--- config.mk ---
export PLATFORM = sky130hd
export DESIGN_NAME = csrspmv_fifo
export DESIGN_NICKNAME = d
export VERILOG_FILES = /design/src/hdl/csrspmv_pkg.sv /design/src/hdl/csrspmv_fifo.sv
export SDC_FILE = /design/constraint.sdc
export NUM_CORES = 1
export LEC_CHECK = 0
export ABC_CLOCK_PERIOD_IN_PS = 4780
export BUFFER_PORTS_ARGS = -buffer_cell sky130_fd_sc_hd__buf_2
export CAP_MARGIN = 20
export CORE_MARGIN = 5
export CORE_UTILIZATION = 50
export CTS_BUF_LIST = sky130_fd_sc_hd__clkbuf_8
export DETAILED_ROUTE_END_ITERATION = 12
export PLACE_DENSITY_LB_ADDON = 0.12
export SETUP_SLACK_MARGIN = 0.4
export SYNTH_ARGS = -nofsm -noshare
export SYNTH_HDL_FRONTEND = slang
export SYNTH_SLANG_ARGS = --single-unit
--- constraint.sdc ---
create_clock -name clk -period 4.78 [get_ports clk]
set_clock_uncertainty 0.1 [all_clocks]
set_input_delay 0.239 -clock clk [delete_from_list [all_inputs] [get_ports clk]]
set_output_delay 0.239 -clock clk [all_outputs]
set_load 0.02 [all_outputs]
--- src/hdl/csrspmv_pkg.sv ---
// ----------------------------------------------------------------------------
// csrspmv_pkg
// Shared widths, item codes and queue entry type for the compressed-row
// sparse matrix times dense vector block.
// ----------------------------------------------------------------------------
package csrspmv_pkg;

	localparam int MAX_COLUMNS = 4096;
	localparam int ADDR_W      = $clog2(MAX_COLUMNS);

	localparam int KIND_W      = 2;
	localparam int INDEX_W     = 12;
	localparam int VALUE_W     = 32;
	localparam int ACC_W       = 64;
	localparam int ROW_W       = 16;
	localparam int FRAC_W      = 16;
	localparam int QHI_W       = ACC_W - FRAC_W - VALUE_W + 1;

	localparam int QUEUE_DEPTH = 4;
	localparam int PTR_W       = $clog2(QUEUE_DEPTH);
	localparam int CNT_W       = $clog2(QUEUE_DEPTH + 1);

	typedef enum logic [KIND_W-1:0] {
		KIND_LOAD    = 2'd0,
		KIND_NONZERO = 2'd1,
		KIND_EMPTY   = 2'd2
	} kind_t;

	typedef struct packed {
		logic signed [ACC_W-1:0] product;
		logic                    close;
	} qentry_t;

	typedef struct packed {
		logic             empty;
		logic [CNT_W-1:0] count;
	} qstatus_t;

endpackage

--- src/hdl/csrspmv_fifo.sv ---
// ----------------------------------------------------------------------------
// csrspmv_fifo
// Short queue of products between the front and the accumulator.
// ----------------------------------------------------------------------------
module csrspmv_fifo (
	input  logic                  clk,
	input  logic                  arst_n,
	input  logic                  push,
	input  csrspmv_pkg::qentry_t  wr_entry,
	input  logic                  pop,
	output csrspmv_pkg::qentry_t  head,
	output csrspmv_pkg::qstatus_t status
);

	csrspmv_pkg::qentry_t             slot_q [csrspmv_pkg::QUEUE_DEPTH];
	logic [csrspmv_pkg::PTR_W-1:0]    wptr_q;
	logic [csrspmv_pkg::PTR_W-1:0]    rptr_q;
	logic [csrspmv_pkg::CNT_W-1:0]    count_q;

	function automatic logic [csrspmv_pkg::PTR_W-1:0] next_ptr(
		input logic [csrspmv_pkg::PTR_W-1:0] p
	);
		if (p == csrspmv_pkg::PTR_W'(csrspmv_pkg::QUEUE_DEPTH - 1)) begin
			return '0;
		end
		return p + 1'b1;
	endfunction

	always_ff @(posedge clk) begin
		if (push) begin
			slot_q[wptr_q] <= wr_entry;
		end
	end

	always_ff @(posedge clk or negedge arst_n) begin
		if (!arst_n) begin
			wptr_q  <= '0;
			rptr_q  <= '0;
			count_q <= '0;
		end else begin
			if (push) begin
				wptr_q <= next_ptr(wptr_q);
			end
			if (pop) begin
				rptr_q <= next_ptr(rptr_q);
			end
			if (push && !pop) begin
				count_q <= count_q + 1'b1;
			end else if (pop && !push) begin
				count_q <= count_q - 1'b1;
			end
		end
	end

	assign head         = slot_q[rptr_q];
	assign status.count = count_q;
	assign status.empty = count_q == '0;

	assert property (@(posedge clk) disable iff (!arst_n)
		push |-> (count_q < csrspmv_pkg::CNT_W'(csrspmv_pkg::QUEUE_DEPTH)))
		else $error("queue push while full");

	assert property (@(posedge clk) disable iff (!arst_n)
		pop |-> (count_q != '0))
		else $error("queue pop while empty");

	assert property (@(posedge clk) disable iff (!arst_n)
		(count_q == '0) |-> (wptr_q == rptr_q))
		else $error("queue pointers disagree with empty count");

endmodule

==> impl_metrics.ini <==
[outcome]
status = finished, final reports clean

[synthesis]
synth.net_count = 452
synth_area_leader_cell = edfxtp_1
syn_inst = 376
synth_mux_area_share_pct = 15.1
synth-xor-area-share_pct = 0.268
yosysWarningCount = 0
ys_types = 20
synth_simple_gate_area_share_pct = 0.510
synth_compound_area_share_pct = 0.178
synth_seq_area_share_pct = 81.3
synth_top_family_by_area = multiplexers
avgSynthCellArea_um2 = 26.1
synth_fa_ha_area_share_pct = 0.968
synthTopCellsByArea = edfxtp_1 (80%), mux4_2 (15%), dfrtp_1 (1.8%), buf_12 (0.82%), ha_1 (0.76%)
yosysTopAreaCellShare_pct = 79.5
synth_area_um2 = 9820
ys_ff_latch = 267

[critical_path]
cp_slowest_cell = dfrtp_4
cpPeakStageDelay_ns = 0.79
crit_arrival_ns = 2.65
startpoint = rptr_q[0]
critPathBufInv = 2
critPathKind = reg -> out
crit_chain = buf_4 -> mux4_2 -> buf_2
critPathMaxFanout = 28
required_ns = 4.44
end_kind = primary output
startpoint_type = flop
timing.rr.start = wptr_q[0]
cp_top_family = flip-flops

[clock_network]
cts_setup_buffers = 0
cts.sinks = 267
clk_pin_slew_ns = 0.06
cts_tree = yes
cts_hold_buf = 69
clock_latency_ns = 0.53
cts_buffers = 43
cts_resized = 0
clock_path_buffers = 3
cts_root_buf = clkbuf_8
h-tree-depth = 2

[power_and_ir_drop]
p_per_area_nw_per_um2 = 571
power_mw = 6.97
p_leak_nw = 4.30
ir_drop_v = 0.000496

[global_routing]
grtUsageTotal_pct = 16.3
grt_pass1_vias = 5246
grt_start_max_net_pins = 68
antenna_found_initial = 0
grt-ovfl-total = 0
grt_pass1_wl_mm = 27.9

[floorplanning]
ios = 138
dieHeight_um = 150
die_area_um2 = 22500
initial_utilization_pct = 50.6
rows = 51
die_w_um = 150
core-area_um2 = 19400

[worst_hold_path]
hp-class = in -> reg
hold_start = wr_entry[54]

[timing]
worst_pin_slew_ns = 1.02
maxSlewHeadroom_pct = 32.0
grt_setup_unrepaired = false
fin_setup_tns_ns = 0
maxSlewViolCount = 0
finalHoldViolCount = 0
setup_viol = 0
finalCriticalPeriod_ns = 2.98
period_share_pct = 62.4
max_freq_mhz = 335

[placed_design]
hpwl_mm = 9.65
io_buffers = 137
dpl_cell_area_um2 = 10700
dp_cells = 765
gp_congestion = 0.733

[routing]
wl_per_cell_um = 19.3
wl_mm = 17.6
routed_via_density = 5.06
drc_errors = 0
num_vias = 4615
detail-route-antenna-nets = 0
firstDrtPassIters = 4
drt-initial-drc-count = 237

[final_layout]
synthToLayoutAreaGrowth_pct = 24.3
fin_area_um2 = 12200
instances_no_fill = 912
drive_gt1_share_pct = 41.3
nFillCells = 1364
antenna_cells = 0
nets = 690

[job]
max_cap_viol_count = 0
==> logic make-up after synthesis <==
group | count (synthesis)
and+or+nand+nor | 10
buffers and inverters | 19
DFF | 267
AOI/OAI and AO/OA | 3
adders and majority gates | 7
xor gates and xnor gates | 3
muxes | 67
==> Yosys cell counts (all sizes together) <==
| cell type | n |
|---|---|
| a21o | 1 |
| and2 | 4 |
| buf | 15 |
| dfrtp | 7 |
| edfxtp | 260 |
| fa | 1 |
| ha | 6 |
| inv | 4 |
| mux2 | 2 |
| mux4 | 65 |
| nand2 | 2 |
| nor2 | 2 |
| nor3 | 2 |
| o21ai | 2 |
| xnor2 | 1 |
| xor2 | 2 |
==> worst register-to-register path: cells and delay by family (launching register included) <==
family / cells / cell delay, ns
adder cells (fa/ha/maj): 1 / 0.18
buffers and inverters: 1 / 0.11
flip-flops: 1 / 0.41
AND/OR/NAND/NOR: 1 / 0.80
==> state kept, by name, summed over array words and instances, names as in the netlist <==
name and count:
slot_q 260, wptr_q 2, rptr_q 2, count_q 3
==> stage by stage <==
stage,hold WS (ns),util (%),setup WS [ns]
final,0.351,62.9,1.80
after global routing,0.328,62.9,1.55
after CTS,0.315,62.9,1.66
after detailed placement,-0.0196,55.3,2.25
after global placement,-0.0234,55.3,2.26
after floorplan,-0.157,-,2.10
==> area by class of cell <==
| class | instances | area [um2] | area share (%) |
|---|---|---|---|
| clock inverters | 30 | 129 | 1.06 |
| multi-input cells | 90 | 1690 | 13.8 |
| inverters | 4 | 15.0 | 0.123 |
| flip-flops and latches | 267 | 7990 | 65.5 |
| clock buffers | 48 | 661 | 5.41 |
| well taps | 265 | 332 | 2.72 |
| repair buffers | 208 | 1390 | 11.4 |
==> per-layer routing <==
metal	wire length (um)	vias to the layer above	share of wire, %	track usage, %
met2	8740	149	50	26.6
met1	7480	2342	43	21.4
li1	-	2093	-	-
met4	323	0	1.8	6.18
met5	0	-	0	0
met3	1030	31	5.9	4.06
==> power by group <==
group / leakage [nW] / total [mW] / internal (mW) / switching (mW)
clock: 0.465 / 1.74 / 0.920 / 0.824
sequential: 2.47 / 3.29 / 3.01 / 0.273
combinational: 1.37 / 1.94 / 0.862 / 1.08
total: 4.30 / 6.97 / 4.79 / 2.17
==> path summary, 6_finish.rpt <==
check | cells past startpoint | slack (ns) | end
worst max-delay path | 3 | 1.80 | head[30]
worst min-delay path | 2 | 0.35 | slot_q[0][54]
worst max register to register | 3 | 2.72 | slot_q[0][57]
worst min register to register | 1 | 0.42 | count_q[2]
max in group asynchronous | 3 | 3.72 | rptr_q[0]
min in group asynchronous | 3 | 0.58 | wptr_q[0]
==> cell usage in the layout, fill, tap and decap left out <==
cell type,synthesis,routed
xnor2_1,1,1
clkinv_2,0,4
clkinv_1,0,5
nand2_1,2,2
inv_1,4,22
ha_1,6,6
buf_4,3,2
dlygate4sd3_1,0,69
clkbuf_8,0,48
fa_1,1,1
clkinvlp_4,0,3
dfrtp_1,7,5
o21ai_0,2,2
and2_4,0,4
mux4_2,65,65
xor2_1,2,2
nor2_1,2,2
edfxtp_1,260,260
a21o_1,1,1
nor3_1,2,2
mux2_2,2,2
dfrtp_4,0,2
buf_2,5,137
No activity file was read; power rests on OpenSTA's default activity.
