`src/hdl/csrspmv_pkg.sv`:
```
// ----------------------------------------------------------------------------
// csrspmv_pkg
// Shared widths, item codes and queue entry type for the compressed-row
// sparse matrix times dense vector block.
// ----------------------------------------------------------------------------
package csrspmv_pkg;

	localparam int MAX_COLUMNS = 4096;
	localparam int ADDR_W      = $clog2(MAX_COLUMNS);

	localparam int KIND_W      = 2;
	localparam int INDEX_W     = 12;
	localparam int VALUE_W     = 32;
	localparam int ACC_W       = 64;
	localparam int ROW_W       = 16;
	localparam int FRAC_W      = 16;
	localparam int QHI_W       = ACC_W - FRAC_W - VALUE_W + 1;

	localparam int QUEUE_DEPTH = 4;
	localparam int PTR_W       = $clog2(QUEUE_DEPTH);
	localparam int CNT_W       = $clog2(QUEUE_DEPTH + 1);

	typedef enum logic [KIND_W-1:0] {
		KIND_LOAD    = 2'd0,
		KIND_NONZERO = 2'd1,
		KIND_EMPTY   = 2'd2
	} kind_t;

	typedef struct packed {
		logic signed [ACC_W-1:0] product;
		logic                    close;
	} qentry_t;

	typedef struct packed {
		logic             empty;
		logic [CNT_W-1:0] count;
	} qstatus_t;

endpackage

```
`src/hdl/csrspmv_if.sv`:
```


interface csrspmv_result_if;
	logic                                   valid;
	logic                                   ready;
	logic signed [csrspmv_pkg::VALUE_W-1:0] row_value;
	logic [csrspmv_pkg::ROW_W-1:0]          row_number;
	logic                                   last_row;
	logic                                   overflow;

	modport source (output valid, row_value, row_number, last_row, overflow, input ready);
	modport sink (input valid, row_value, row_number, last_row, overflow, output ready);
endinterface

```
`src/hdl/csrspmv_back.sv`:
```
// ----------------------------------------------------------------------------
// csrspmv_back
// Row accumulator with saturation, row counter and result register.
// ----------------------------------------------------------------------------
module csrspmv_back (
	input  logic                           clk,
	input  logic                           arst_n,
	input  logic                           cfg_we,
	input  logic [csrspmv_pkg::ROW_W-1:0]  cfg_data,
	input  csrspmv_pkg::qstatus_t          status,
	input  csrspmv_pkg::qentry_t           head,
	output logic                           pop,
	csrspmv_result_if.source               result
);

	logic [csrspmv_pkg::ROW_W-1:0]        row_count_q;
	logic signed [csrspmv_pkg::ACC_W-1:0] acc_q;
	logic                                 sat_q;
	logic [csrspmv_pkg::ROW_W-1:0]        row_q;

	logic                                 out_valid_q;
	logic signed [csrspmv_pkg::VALUE_W-1:0] out_value_q;
	logic [csrspmv_pkg::ROW_W-1:0]        out_row_q;
	logic                                 out_last_q;
	logic                                 out_ovf_q;

	logic signed [csrspmv_pkg::ACC_W-1:0] sum;
	logic                                 add_ovf;
	logic signed [csrspmv_pkg::ACC_W-1:0] acc_next;
	logic                                 sat_next;
	logic [csrspmv_pkg::QHI_W-1:0]        qhi;
	logic                                 q_fits;
	logic signed [csrspmv_pkg::VALUE_W-1:0] q_value;
	logic                                 last;

	assign sum     = acc_q + head.product;
	assign add_ovf = (acc_q[csrspmv_pkg::ACC_W-1] == head.product[csrspmv_pkg::ACC_W-1])
		&& (sum[csrspmv_pkg::ACC_W-1] != acc_q[csrspmv_pkg::ACC_W-1]);

	always_comb begin
		if (!add_ovf) begin
			acc_next = sum;
		end else if (head.product[csrspmv_pkg::ACC_W-1]) begin
			acc_next = {1'b1, {(csrspmv_pkg::ACC_W - 1){1'b0}}};
		end else begin
			acc_next = {1'b0, {(csrspmv_pkg::ACC_W - 1){1'b1}}};
		end
	end
	assign sat_next = sat_q || add_ovf;

	// drop the low fraction bits (floor), then clamp to the result width
	assign qhi    = acc_next[csrspmv_pkg::ACC_W-1 -: csrspmv_pkg::QHI_W];
	assign q_fits = (qhi == '0) || (qhi == '1);

	always_comb begin
		if (q_fits) begin
			q_value = acc_next[csrspmv_pkg::FRAC_W +: csrspmv_pkg::VALUE_W];
		end else if (acc_next[csrspmv_pkg::ACC_W-1]) begin
			q_value = {1'b1, {(csrspmv_pkg::VALUE_W - 1){1'b0}}};
		end else begin
			q_value = {1'b0, {(csrspmv_pkg::VALUE_W - 1){1'b1}}};
		end
	end

	assign last = ({1'b0, row_q} + (csrspmv_pkg::ROW_W + 1)'(1)) >= {1'b0, row_count_q};

	assign pop = !status.empty && (!head.close || !out_valid_q || result.ready);

	always_ff @(posedge clk or negedge arst_n) begin
		if (!arst_n) begin
			row_count_q <= csrspmv_pkg::ROW_W'(1);
			acc_q       <= '0;
			sat_q       <= 1'b0;
			row_q       <= '0;
			out_valid_q <= 1'b0;
		end else begin
			if (cfg_we) begin
				row_count_q <= cfg_data;
			end
			if (pop && head.close) begin
				acc_q       <= '0;
				sat_q       <= 1'b0;
				row_q       <= last ? '0 : row_q + 1'b1;
				out_valid_q <= 1'b1;
			end else begin
				if (pop) begin
					acc_q <= acc_next;
					sat_q <= sat_next;
				end
				if (result.ready) begin
					out_valid_q <= 1'b0;
				end
			end
		end
	end

	always_ff @(posedge clk) begin
		if (pop && head.close) begin
			out_value_q <= q_value;
			out_row_q   <= row_q;
			out_last_q  <= last;
			out_ovf_q   <= sat_next || !q_fits;
		end
	end

	assign result.valid      = out_valid_q;
	assign result.row_value  = out_value_q;
	assign result.row_number = out_row_q;
	assign result.last_row   = out_last_q;
	assign result.overflow   = out_ovf_q;

	assert property (@(posedge clk) disable iff (!arst_n)
		(pop && head.close && last) |=> (row_q == '0))
		else $error("row counter did not return to zero after last row");

	assert property (@(posedge clk) disable iff (!arst_n)
		(pop && head.close) |=> (acc_q == '0 && !sat_q && out_valid_q))
		else $error("row close did not clear accumulator or raise result");

	assert property (@(posedge clk) disable iff (!arst_n)
		(out_valid_q && !result.ready) |-> !(pop && head.close))
		else $error("closing row would overwrite a pending result");

endmodule

```
`src/flat_wrapper.sv`:
```
// flat-port wrapper written by rule: the top's interface ports become plain ports
module csrspmv_back_flat 
  (clk, arst_n, cfg_we, cfg_data, status, head, pop, result_valid, result_row_value, result_row_number, result_last_row, result_overflow, result_ready);
  csrspmv_result_if result_i ();
  input  logic clk;
  input  logic arst_n;
  input  logic cfg_we;
  input  logic [csrspmv_pkg::ROW_W-1:0] cfg_data;
  input  csrspmv_pkg::qstatus_t status;
  input  csrspmv_pkg::qentry_t head;
  output logic pop;
  output wire logic [$bits(result_i.valid)-1:0] result_valid;
  output wire logic [$bits(result_i.row_value)-1:0] result_row_value;
  output wire logic [$bits(result_i.row_number)-1:0] result_row_number;
  output wire logic [$bits(result_i.last_row)-1:0] result_last_row;
  output wire logic [$bits(result_i.overflow)-1:0] result_overflow;
  input wire logic [$bits(result_i.ready)-1:0] result_ready;
  assign result_valid = result_i.valid;
  assign result_row_value = result_i.row_value;
  assign result_row_number = result_i.row_number;
  assign result_last_row = result_i.last_row;
  assign result_overflow = result_i.overflow;
  assign result_i.ready = result_ready;
  csrspmv_back u_core (.clk(clk), .arst_n(arst_n), .cfg_we(cfg_we), .cfg_data(cfg_data), .status(status), .head(head), .pop(pop), .result(result_i));
endmodule
```
`config.mk`:
```
export PLATFORM = sky130hd
export DESIGN_NAME = csrspmv_back_flat
export DESIGN_NICKNAME = d
export VERILOG_FILES = /design/src/hdl/csrspmv_pkg.sv /design/src/hdl/csrspmv_if.sv /design/src/hdl/csrspmv_back.sv /design/src/flat_wrapper.sv
export SDC_FILE = /design/constraint.sdc
export NUM_CORES = 1
export LEC_CHECK = 0
export BUFFER_PORTS_ARGS = -buffer_cell sky130_fd_sc_hd__buf_2
export CAP_MARGIN = 40
export CORE_MARGIN = 2
export CORE_UTILIZATION = 64
export CTS_CLUSTER_SIZE = 12
export DETAILED_ROUTE_END_ITERATION = 8
export PLACE_DENSITY = 0.87
export SLEW_MARGIN = 20
export SYNTH_ARGS = -nofsm -noshare
export SYNTH_HDL_FRONTEND = slang
export SYNTH_SLANG_ARGS = --single-unit
```
`constraint.sdc`:
```
create_clock -name clk -period 14.9 [get_ports clk]
set_input_delay 1.49 -clock clk [delete_from_list [all_inputs] [get_ports clk]]
set_output_delay 1.49 -clock clk [all_outputs]
set_load 0.005 [all_outputs]
```
==> results of run 1 <==
## how the worst min path moves through the flow
| stage | start | endpoint | slack [ps] | cells past startpoint |
|---|---|---|---|---|
| 6_report | u_core.row_q[15]$_DFFE_PN0P_ | u_core.result.row_number[15]$_DFFE_PP_ | 470 | 0 |
| 5_1_grt | u_core.row_q[15]$_DFFE_PN0P_ | u_core.result.row_number[15]$_DFFE_PP_ | 500 | 0 |
| 4_1_cts | u_core.row_q[15]$_DFFE_PN0P_ | u_core.result.row_number[15]$_DFFE_PP_ | 470 | 0 |
| 3_5_place_dp | u_core.row_q[15]$_DFFE_PN0P_ | u_core.result.row_number[15]$_DFFE_PP_ | 440 | 0 |
| 3_3_place_gp | u_core.row_q[15]$_DFFE_PN0P_ | u_core.result.row_number[15]$_DFFE_PP_ | 430 | 0 |
| 2_1_floorplan | u_core.row_q[8]$_DFFE_PN0P_ | u_core.result.row_number[8]$_DFFE_PP_ | 420 | 0 |
## logic make-up (layout without fill, tap and decap cells)
logic type	count (synthesis)	after routing	synth area share, %
AOI/OAI and AO/OA	431	431	25.1
and+or+nand+nor	414	414	18.1
DFF	148	148	36.7
buffers and inverters	105	213	4.26
adders and majority gates	82	82	9.66
xor gates and xnor gates	68	68	5.53
muxes	7	7	0.674
other	0	1	0
## critical path: stages
cell and delay (ps):
buf_2 100, ha_1 430, nand4_1 270, nor4_1 720
and2_1 240, nor3b_2 160, a31oi_1 120, a21oi_2 300
o21a_1 210, a21o_1 130, a21oi_1 60, nor2b_1 140
o21ai_0 90, nand2b_1 90, fa_1 460, or3_1 380
buf_4 260, nand2_1 210, buf_4 320, o41ai_1 120
a211oi_1 420, and3b_1 230, nand4_1 90, nor4b_2 440
o21bai_4 380, buf_12 270, a21oi_2 90
## Yosys cell counts (3+ instances only)
cell / instances
a211oi_1: 5
a21boi_0: 5
a21o_1: 24
a21oi_1: 88
a21oi_2: 30
a221oi_1: 3
a22o_1: 17
a22oi_1: 3
a31oi_1: 10
and2_1: 5
and3_1: 13
and4_1: 4
buf_2: 25
buf_6: 4
clkbuf_1: 43
dfrtp_1: 97
edfxtp_1: 50
ha_1: 80
inv_1: 32
mux2i_1: 5
nand2_1: 189
nand2b_1: 12
nand3_1: 22
nand3b_1: 3
nand4_1: 43
nor2_1: 70
nor2b_1: 8
nor3_1: 18
nor3b_1: 3
nor4_1: 8
o211ai_1: 4
o21a_1: 12
o21ai_0: 168
o21ai_1: 20
o21bai_1: 9
o31ai_1: 4
o41ai_1: 3
or3_1: 5
xnor2_1: 43
xor2_1: 25
## final cells by class
class	instances	area, µm²
multi-input cells	1002	6390
clock buffers	17	425
well taps	220	275
inverters	32	120
clock inverters	15	164
flip-flops and latches	148	3960
repair buffers	149	806
diodes	1	2.50
fillers	1287	4390
## report_power, final
part / internal, mW / switching, mW
combinational: 0.511 / 0.911
clock: 0.238 / 0.201
sequential: 0.543 / 0.0699
## flip-flops by register name (all words and copies together) (netlist names)
signal,flops
u_core.acc_q,64
u_core.result.last_row,1
u_core.result.overflow,1
u_core.result.row_number,16
u_core.result.row_value,32
u_core.result.valid,1
u_core.row_count_q,16
u_core.row_q,16
u_core.sat_q,1
## layer usage
| metal | up-vias | global-route usage [%] |
|---|---|---|
| met2 | 566 | 54.5 |
| li1 | 4755 | - |
| met3 | 96 | 5.52 |
| met1 | 4850 | 51.3 |
| met4 | 0 | 13.9 |
| met5 | - | 0 |
## metrics by stage
| stage | cell area, µm² | instances | setup WS [ps] |
|---|---|---|---|
| 2_1_floorplan | 10800 | 1255 | 8350 |
| 3_3_place_gp | 11500 | 1547 | 6490 |
| 3_5_place_dp | 11500 | 1550 | 6430 |
| 4_1_cts | 12100 | 1582 | 6870 |
| 5_1_grt | 12100 | 1584 | 6470 |
| 6_report | 12100 | 1584 | 6780 |
==> flow_metrics.tcl, run 1 <==
set metrics [dict create \
    power_mw 2.47 \
    cts.path.max_buffers 2 \
    drive_gt1_share_pct 17.2 \
    maxCapViolCount 0 \
    finalHoldViolations 0 \
    power.static_leakage_nw 5.33 \
    die_w_um 134 \
    synth_nets 1426 \
    cts_sinks 148 \
    tns_ps 0 \
    routed_wirelength_mm 31.4 \
    skew_ps 14.1 \
    cts_tree "yes" \
    vias_per_cell 6.48 \
    grt_use_total_pct 35.7 \
    holdBufCountCts 0 \
    portBuffers 137 \
    post-cts-setup-buffers 0 \
    ir_drop_v 0.000131 \
    numCtsBuffers 17 \
    async_reset_ff_share_pct 66.2 \
    final_nets 1521 \
    synth.distinct_cells 78 \
    synth-seq-cells 148 \
    startpoint "head[47]" \
    core_area_um2 16500 \
    power_density_nw_per_um2 204 \
    fmax_ghz 0.123 \
    r2r_end "u_core.result.row_value[22]$_DFFE_PP_" \
    drc_errors 0 \
    worstRegToRegCells 26 \
    rsz0062_at_grt "false" \
    end_kind "flop" \
    synth_top_area_cell "dfrtp_1" \
    die-area_um2 17900 \
    clock-root-buffer "clkbuf_16" \
    hold_path.class "flop to flop" \
    yosysSeqAreaShare_pct 36.7 \
    final_util_pct 73.4 \
    grt_max_degree 82 \
    htreeDepth 4 \
    grt_pass1_wl_mm 50.2 \
    wl_met3_mm 2.66 \
    r2r_start "u_core.acc_q[46]$_DFFE_PN0P_" \
    insertion_delay_ps 440 \
    grt_overflow 0 \
    timing.final.crit_share_pct 54.5 \
    drt_iter0_drc 1284 \
    maxSlewHeadroom_pct 41.4 \
    drtAntennaViolNets 0 \
    top_layer "met4" \
    synth_area_leaders "dfrtp_1 (23%), edfxtp_1 (14%), ha_1 (9.3%)" \
    layout_common_cells "nand2_1 (189), o21ai_0 (168), buf_2 (136), dfrtp_1 (97), a21oi_1 (88)" \
    syn_inst 1255 \
    yosys_warnings 0 \
    synth-main-ff-cell "dfrtp_1" \
    synth_area_per_cell_um2 8.58 \
    antenna_found_initial 1 \
    status "finished, final reports clean" \
    slew_violations 0 \
    critical_path_class "primary input to flop" \
    start_util_pct 65.2 \
    min_period_ps 8120 \
    endpoint "u_core.result.row_value[22]$_DFFE_PP_" \
    r2r_slack_ps 7520 \
    required_ps 15060 \
    first_global_vias 9766 \
    core.rowCount 47 \
    finalSetupViolations 0 \
    yosys.area.top_type_share_pct 22.5 \
    vias 10300 \
    cts-resized-gates 0 \
    critPathArrivalTime_ps 8280 \
    wl_met1_mm 13.5 \
    syn-cell-area_um2 10800 \
    worstSetupStartpointType "primary input" \
    worstMarginPinSlew_ps 857 \
    route.met2.wl_mm 14.3 \
    area_delta_synth_final_pct 12.6 \
    io_pins 141 \
    fin_hold_ws_ps 467 \
    fp.dieH_um 134 \
    hpwl_mm 23.2 \
    critPathMaxFanout 37 \
    gp_congestion 0.992 \
    synth_edf_count 50 \
    post_drt_wl_per_cell_um 19.9 \
    drt_first_pass_iters 6 \
    mostFrequentLayoutCell "nand2_1" \
    clk_pin_slew_ps 80 \
]
No activity file was read; power rests on OpenSTA's default activity.
==> inputs of run 2 (changes only) <==
CORE_UTILIZATION = 54   (was 64)
PLACE_DENSITY = 0.78   (was 0.87)
clock period = 6.6 ns   (was 14.9 ns; I/O delays follow)
==> run 2 against run 1 <==
  * Sequential cell count is the same
  * Non-clock buffer count grew 28
  * Clock power grew 130%
  * Cell count grew 4.5%
  * Via count shrank 2.9%
  * Die area grew 18%
  * Count of clock-buffer cells in the layout is the same
  * Setup slack lost 6300 ps
  * Worst hold slack lost 210 ps
  * Global-route usage shrank 7.3 points
  * Sequential power grew 120%
  * Largest cell class unchanged
==> flow_metrics.tcl, run 2 (synthesis results as in run 1) <==
set metrics [dict create \
    drc_errors 0 \
    area_delta_synth_final_pct 15.4 \
    grt_max_degree 82 \
    cts.path.max_buffers 2 \
    final_nets 1549 \
    gp_congestion 0.996 \
    drive_gt1_share_pct 18.9 \
    fill_cells 1706 \
    top_register "u_core.acc_q" \
    htreeDepth 4 \
    cts_sinks 148 \
    routed_wirelength_mm 29.7 \
    layout_common_cells "nand2_1 (189), o21ai_0 (168), buf_2 (136), dfrtp_1 (97), a21oi_1 (88)" \
    vias_per_cell 6.02 \
    slew_violations 0 \
    timing.final.crit_share_pct 92.2 \
    grt_pass1_wl_mm 48.5 \
    rsz0062_at_grt "false" \
    maxSlewHeadroom_pct 44.7 \
    fin_hold_ws_ps 259 \
    power.static_leakage_nw 5.48 \
    grt_use_total_pct 28.4 \
    critPathArrivalTime_ps 6270 \
    die-area_um2 21100 \
    drtAntennaViolNets 0 \
    drt_first_pass_iters 7 \
    required_ps 6780 \
    hpwl_mm 22.8 \
    io_pins 141 \
    drt_iter0_drc 826 \
    antenna_found_initial 0 \
    core.rowCount 51 \
    worstMarginPinSlew_ps 809 \
    power_mw 5.61 \
    die_w_um 145 \
    critPathMaxFanout 36 \
    worstSetupStartpointType "flop" \
    holdBufCountCts 0 \
    post_drt_wl_per_cell_um 18.0 \
    portBuffers 137 \
    vias 9965 \
    fmax_ghz 0.164 \
    grt_overflow 0 \
    cts-resized-gates 0 \
    hold_path.class "primary input to async pin" \
    ir_drop_v 0.000279 \
    finalSetupViolations 0 \
    num_antenna_cells 0 \
    first_global_vias 9475 \
    start_util_pct 55.2 \
    multiInputGateArea_um2 6380 \
    core_area_um2 19500 \
    finalHoldViolations 0 \
    seq_area_um2 3960 \
    mostFrequentLayoutCell "nand2_1" \
    worstRegToRegCells 26 \
    cts_tree "yes" \
    numCtsBuffers 17 \
    post-cts-setup-buffers 0 \
    maxCapViolCount 0 \
    power_density_nw_per_um2 451 \
    insertion_delay_ps 440 \
    status "finished, final reports clean" \
    tns_ps 0 \
    end_kind "flop" \
    fp.dieH_um 145 \
    critical_path_class "flop to flop" \
    skew_ps 12.8 \
    clock-root-buffer "clkbuf_16" \
    min_period_ps 6080 \
    clk_pin_slew_ps 70 \
    largest_reg_flops 64 \
]
## run 2: final cells by class
type,instances,area share (%)
tap,265,2.67
clock buffer,17,3.42
clock inverter,15,1.49
inverter,32,0.966
multi-input combinational,1002,51.4
sequential,148,31.8
timing repair buffer,177,8.27
## run 2: worst paths after layout
check / startpoint / endpoint / slack, ps
setup / recovery: u_core.acc_q[41]$_DFFE_PN0P_ / u_core.result.row_value[28]$_DFFE_PP_ / 520
hold / removal: arst_n / u_core.row_count_q[5]$_DFFE_PN0P_ / 260
setup reg to reg: u_core.acc_q[41]$_DFFE_PN0P_ / u_core.result.row_value[28]$_DFFE_PP_ / 520
hold reg to reg: u_core.row_q[15]$_DFFE_PN0P_ / u_core.result.row_number[15]$_DFFE_PP_ / 460
max in group asynchronous: arst_n / u_core.acc_q[33]$_DFFE_PN0P_ / 5260
min in group clk: cfg_data[4] / u_core.row_count_q[4]$_DFFE_PN0P_ / 420
## run 2: per-layer routing
layer,share of wire [%],track usage (%),vias to the layer above
li1,-,-,4819
met3,6.3,3.52,48
met4,1.8,7.84,0
met5,0,0,-
met1,47,41.7,4728
met2,45,44.3,370
## run 2: where the power goes
group,total (mW),internal [mW],switching (mW)
clock network,0.997,0.544,0.453
logic,3.25,1.23,2.02
registers,1.37,1.22,0.142
total,5.61,3.00,2.61
## run 2: per-stage QoR
stage / area [µm²] / instances / setup slack (ps) / utilization [%]
6_report: 12400 / 1656 / 517 / 63.7
5_1_grt: 12400 / 1656 / 128 / 63.7
4_1_cts: 12400 / 1655 / 578 / 63.6
3_5_place_dp: 11800 / 1623 / 192 / 60.5
3_3_place_gp: 11800 / 1622 / 257 / 60.4
2_1_floorplan: 10800 / 1255 / 876 / -
## run 2: worst max-delay path, cell delays in order (launching register included)
cell,delay (ps)
dfrtp_1,400
ha_1,370
nand2_1,240
o21ai_1,120
a22oi_1,440
nand2_1,90
a31oi_1,210
buf_4,180
a21oi_2,60
o21a_1,200
a21o_1,180
a21oi_1,160
nor2b_1,60
o21ai_0,150
nand2b_1,100
fa_1,540
or3_1,150
buf_4,360
and3_1,220
mux2i_1,80
buf_4,170
or3_1,350
nor3_1,140
nand4_1,160
o21bai_4,390
buf_4,240
a21oi_2,50
==> inputs of run 3 (changes only) <==
CTS_CLUSTER_DIAMETER = 60   (was not set)
PLACE_DENSITY = 0.87   (was 0.78)
==> run 3 against run 2 <==
  * Non-clock buffer count fell by 10
  * Critical endpoint is now u_core.result.row_value[9]$_DFFE_PP_
  * Routed wire length up 2.5%
  * Sequential power barely moved
  * Largest power group unchanged
  * Highest routed layer unchanged
  * Register-to-register slack better by 60 ps
  * Critical path depth fell by 2
  * Via count is 1.3% higher
  * Sequential cell count is the same
==> flow_metrics.tcl, run 3 (synthesis results as in run 1) <==
set metrics [dict create \
    skew_ps 11.9 \
    final_nets 1539 \
    seq_area_um2 3960 \
    worstSetupStartpointType "flop" \
    critPathArrivalTime_ps 6200 \
    critPathBufInv 1 \
    gp_congestion 0.962 \
    num_antenna_cells 0 \
    drt_first_pass_iters 6 \
    drt_iter0_drc 1212 \
    drive_gt1_share_pct 18.1 \
    core.rowCount 51 \
    r2r_end "u_core.result.row_value[9]$_DFFE_PP_" \
    finalSetupViolations 0 \
    cts_tree "yes" \
    worstRegToRegCells 24 \
    clk_pin_slew_ps 70 \
    slew_violations 0 \
    portBuffers 137 \
    timing.final.crit_share_pct 91.3 \
    numCtsBuffers 17 \
    end_kind "flop" \
    post-cts-setup-buffers 0 \
    dpl.cell_count 1613 \
    fp.dieH_um 145 \
    drc_errors 0 \
    io_pins 141 \
    finalNonFillerCells 1646 \
    cts_sinks 148 \
    vias_per_cell 6.13 \
    crit_family "compound AO/OA/AOI/OAI gates" \
    power_density_nw_per_um2 449 \
    core_area_um2 19500 \
    power.static_leakage_nw 5.40 \
    critPathMaxFanout 22 \
    min_period_ps 6030 \
    worstMarginPinSlew_ps 826 \
    r2r_slack_ps 570 \
    critical_path_class "flop to flop" \
    max_stage_delay_ps 490 \
    grt_pass1_wl_mm 49.9 \
    clock-root-buffer "clkbuf_16" \
    largest_reg_flops 64 \
    tns_ps 0 \
    r2r_start "u_core.acc_q[41]$_DFFE_PN0P_" \
    maxCapViolCount 0 \
    drtAntennaViolNets 0 \
    cts-resized-gates 0 \
    hold_path.class "primary input to async pin" \
    crit_chain "ha_1, nand2_1, o21ai_1, a22oi_1, nand2_1, a31oi_1, a21oi_2, o21a_1, a21o_1, a21oi_1, nor2b_1, o21ai_0, nand2b_1, fa_1, or3_1, nand2_1, o41ai_1, a211oi_1, and3b_1, nand4_1, nor4b_2, o21bai_4, buf_12, a21oi_1" \
    slowest_stage "fa_1" \
    area_delta_synth_final_pct 14.2 \
    mostFrequentLayoutCell "nand2_1" \
    first_global_vias 9549 \
    ir_drop_v 0.000220 \
    setup_ws_ps 575 \
    cts.path.max_buffers 2 \
    antenna_found_initial 0 \
    fmax_ghz 0.166 \
    htreeDepth 4 \
    grt_overflow 0 \
    critPathMostFrequentCell "nand2_1" \
    finalHoldViolations 0 \
    layout_common_cells "nand2_1 (189), o21ai_0 (168), buf_2 (136), dfrtp_1 (97), a21oi_1 (88)" \
    start_util_pct 55.2 \
    hpwl_mm 23.1 \
    fin_hold_ws_ps 134 \
    vias 10100 \
    post_drt_wl_per_cell_um 18.5 \
    holdBufCountCts 0 \
    required_ps 6780 \
    routed_wirelength_mm 30.5 \
    multiInputGateArea_um2 6380 \
    fill_cells 1669 \
    rsz0062_at_grt "false" \
    maxSlewHeadroom_pct 44.9 \
    grt_use_total_pct 29.2 \
    preCtsSetupSlack_ps 265 \
    status "finished, final reports clean" \
    die_w_um 145 \
    final_util_pct 63.0 \
    grt_max_degree 82 \
    top_register "u_core.acc_q" \
    insertion_delay_ps 430 \
    die-area_um2 21100 \
]
[run 3: cell types whose count changed in the layout (fill, tap and decap cells not counted)]
cell,before,now
clkinv_1,0,1
clkinv_2,0,4
clkbuf_1,0,2
clkinv_8,3,0
buf_16,0,1
inv_6,3,2
buf_4,37,26
inv_8,5,0
clkinvlp_4,2,4
[run 3: worst max path at each step]
stage	startpoint	to	slack, ps	cells after the start
floorplan	head[53]	u_core.result.row_value[9]$_DFFE_PP_	880	25
global placement	head[42]	u_core.result.row_value[9]$_DFFE_PP_	400	26
detailed placement	head[42]	u_core.result.row_value[9]$_DFFE_PP_	270	26
CTS	u_core.acc_q[41]$_DFFE_PN0P_	u_core.result.row_value[9]$_DFFE_PP_	660	25
global route	u_core.acc_q[41]$_DFFE_PN0P_	u_core.result.row_value[9]$_DFFE_PP_	210	25
finish	u_core.acc_q[41]$_DFFE_PN0P_	u_core.result.row_value[9]$_DFFE_PP_	570	24
[run 3: power breakdown]
group | internal, mW | leakage [nW] | switching (mW)
Clock | 0.516 | 0.257 | 0.394
Combinational | 1.20 | 3.41 | 2.03
Sequential | 1.23 | 1.73 | 0.151
[run 3: area by class of cell]
cell class                      count  area share (%)
Tap cell                          265            2.69
Clock inverter                     13           0.895
Inverter                           32           0.976
Timing Repair Buffer              167            7.91
Clock buffer                       19            3.52
Sequential cell                   148            32.1
Multi-Input combinational cell   1002            51.9
[run 3: worst register-to-register path: stages, from the launching register on]
cell and delay, ps:
dfrtp_1 390, ha_1 380, nand2_1 240, o21ai_1 120
a22oi_1 380, nand2_1 90, a31oi_1 380, a21oi_2 120
o21a_1 210, a21o_1 180, a21oi_1 140, nor2b_1 50
o21ai_0 140, nand2b_1 90, fa_1 490, or3_1 410
nand2_1 230, o41ai_1 140, a211oi_1 360, and3b_1 230
nand4_1 110, nor4b_2 340, o21bai_4 240, buf_12 230
a21oi_1 100
[run 3: per-layer routing]
layer	vias to the layer above	track usage, %	share of wire (%)
met3	72	4.62	7.9
met2	475	44.5	44
met1	4756	42.3	45
met5	-	0	0
met4	0	10.1	2.7
li1	4794	-	-
[run 3: through the flow]
stage,area (µm²),power (mW)
final,12300,5.52
after global routing,12300,5.93
after CTS,12300,5.46
after detailed placement,11700,4.52
after global placement,11700,4.43
after floorplan,10800,3.70
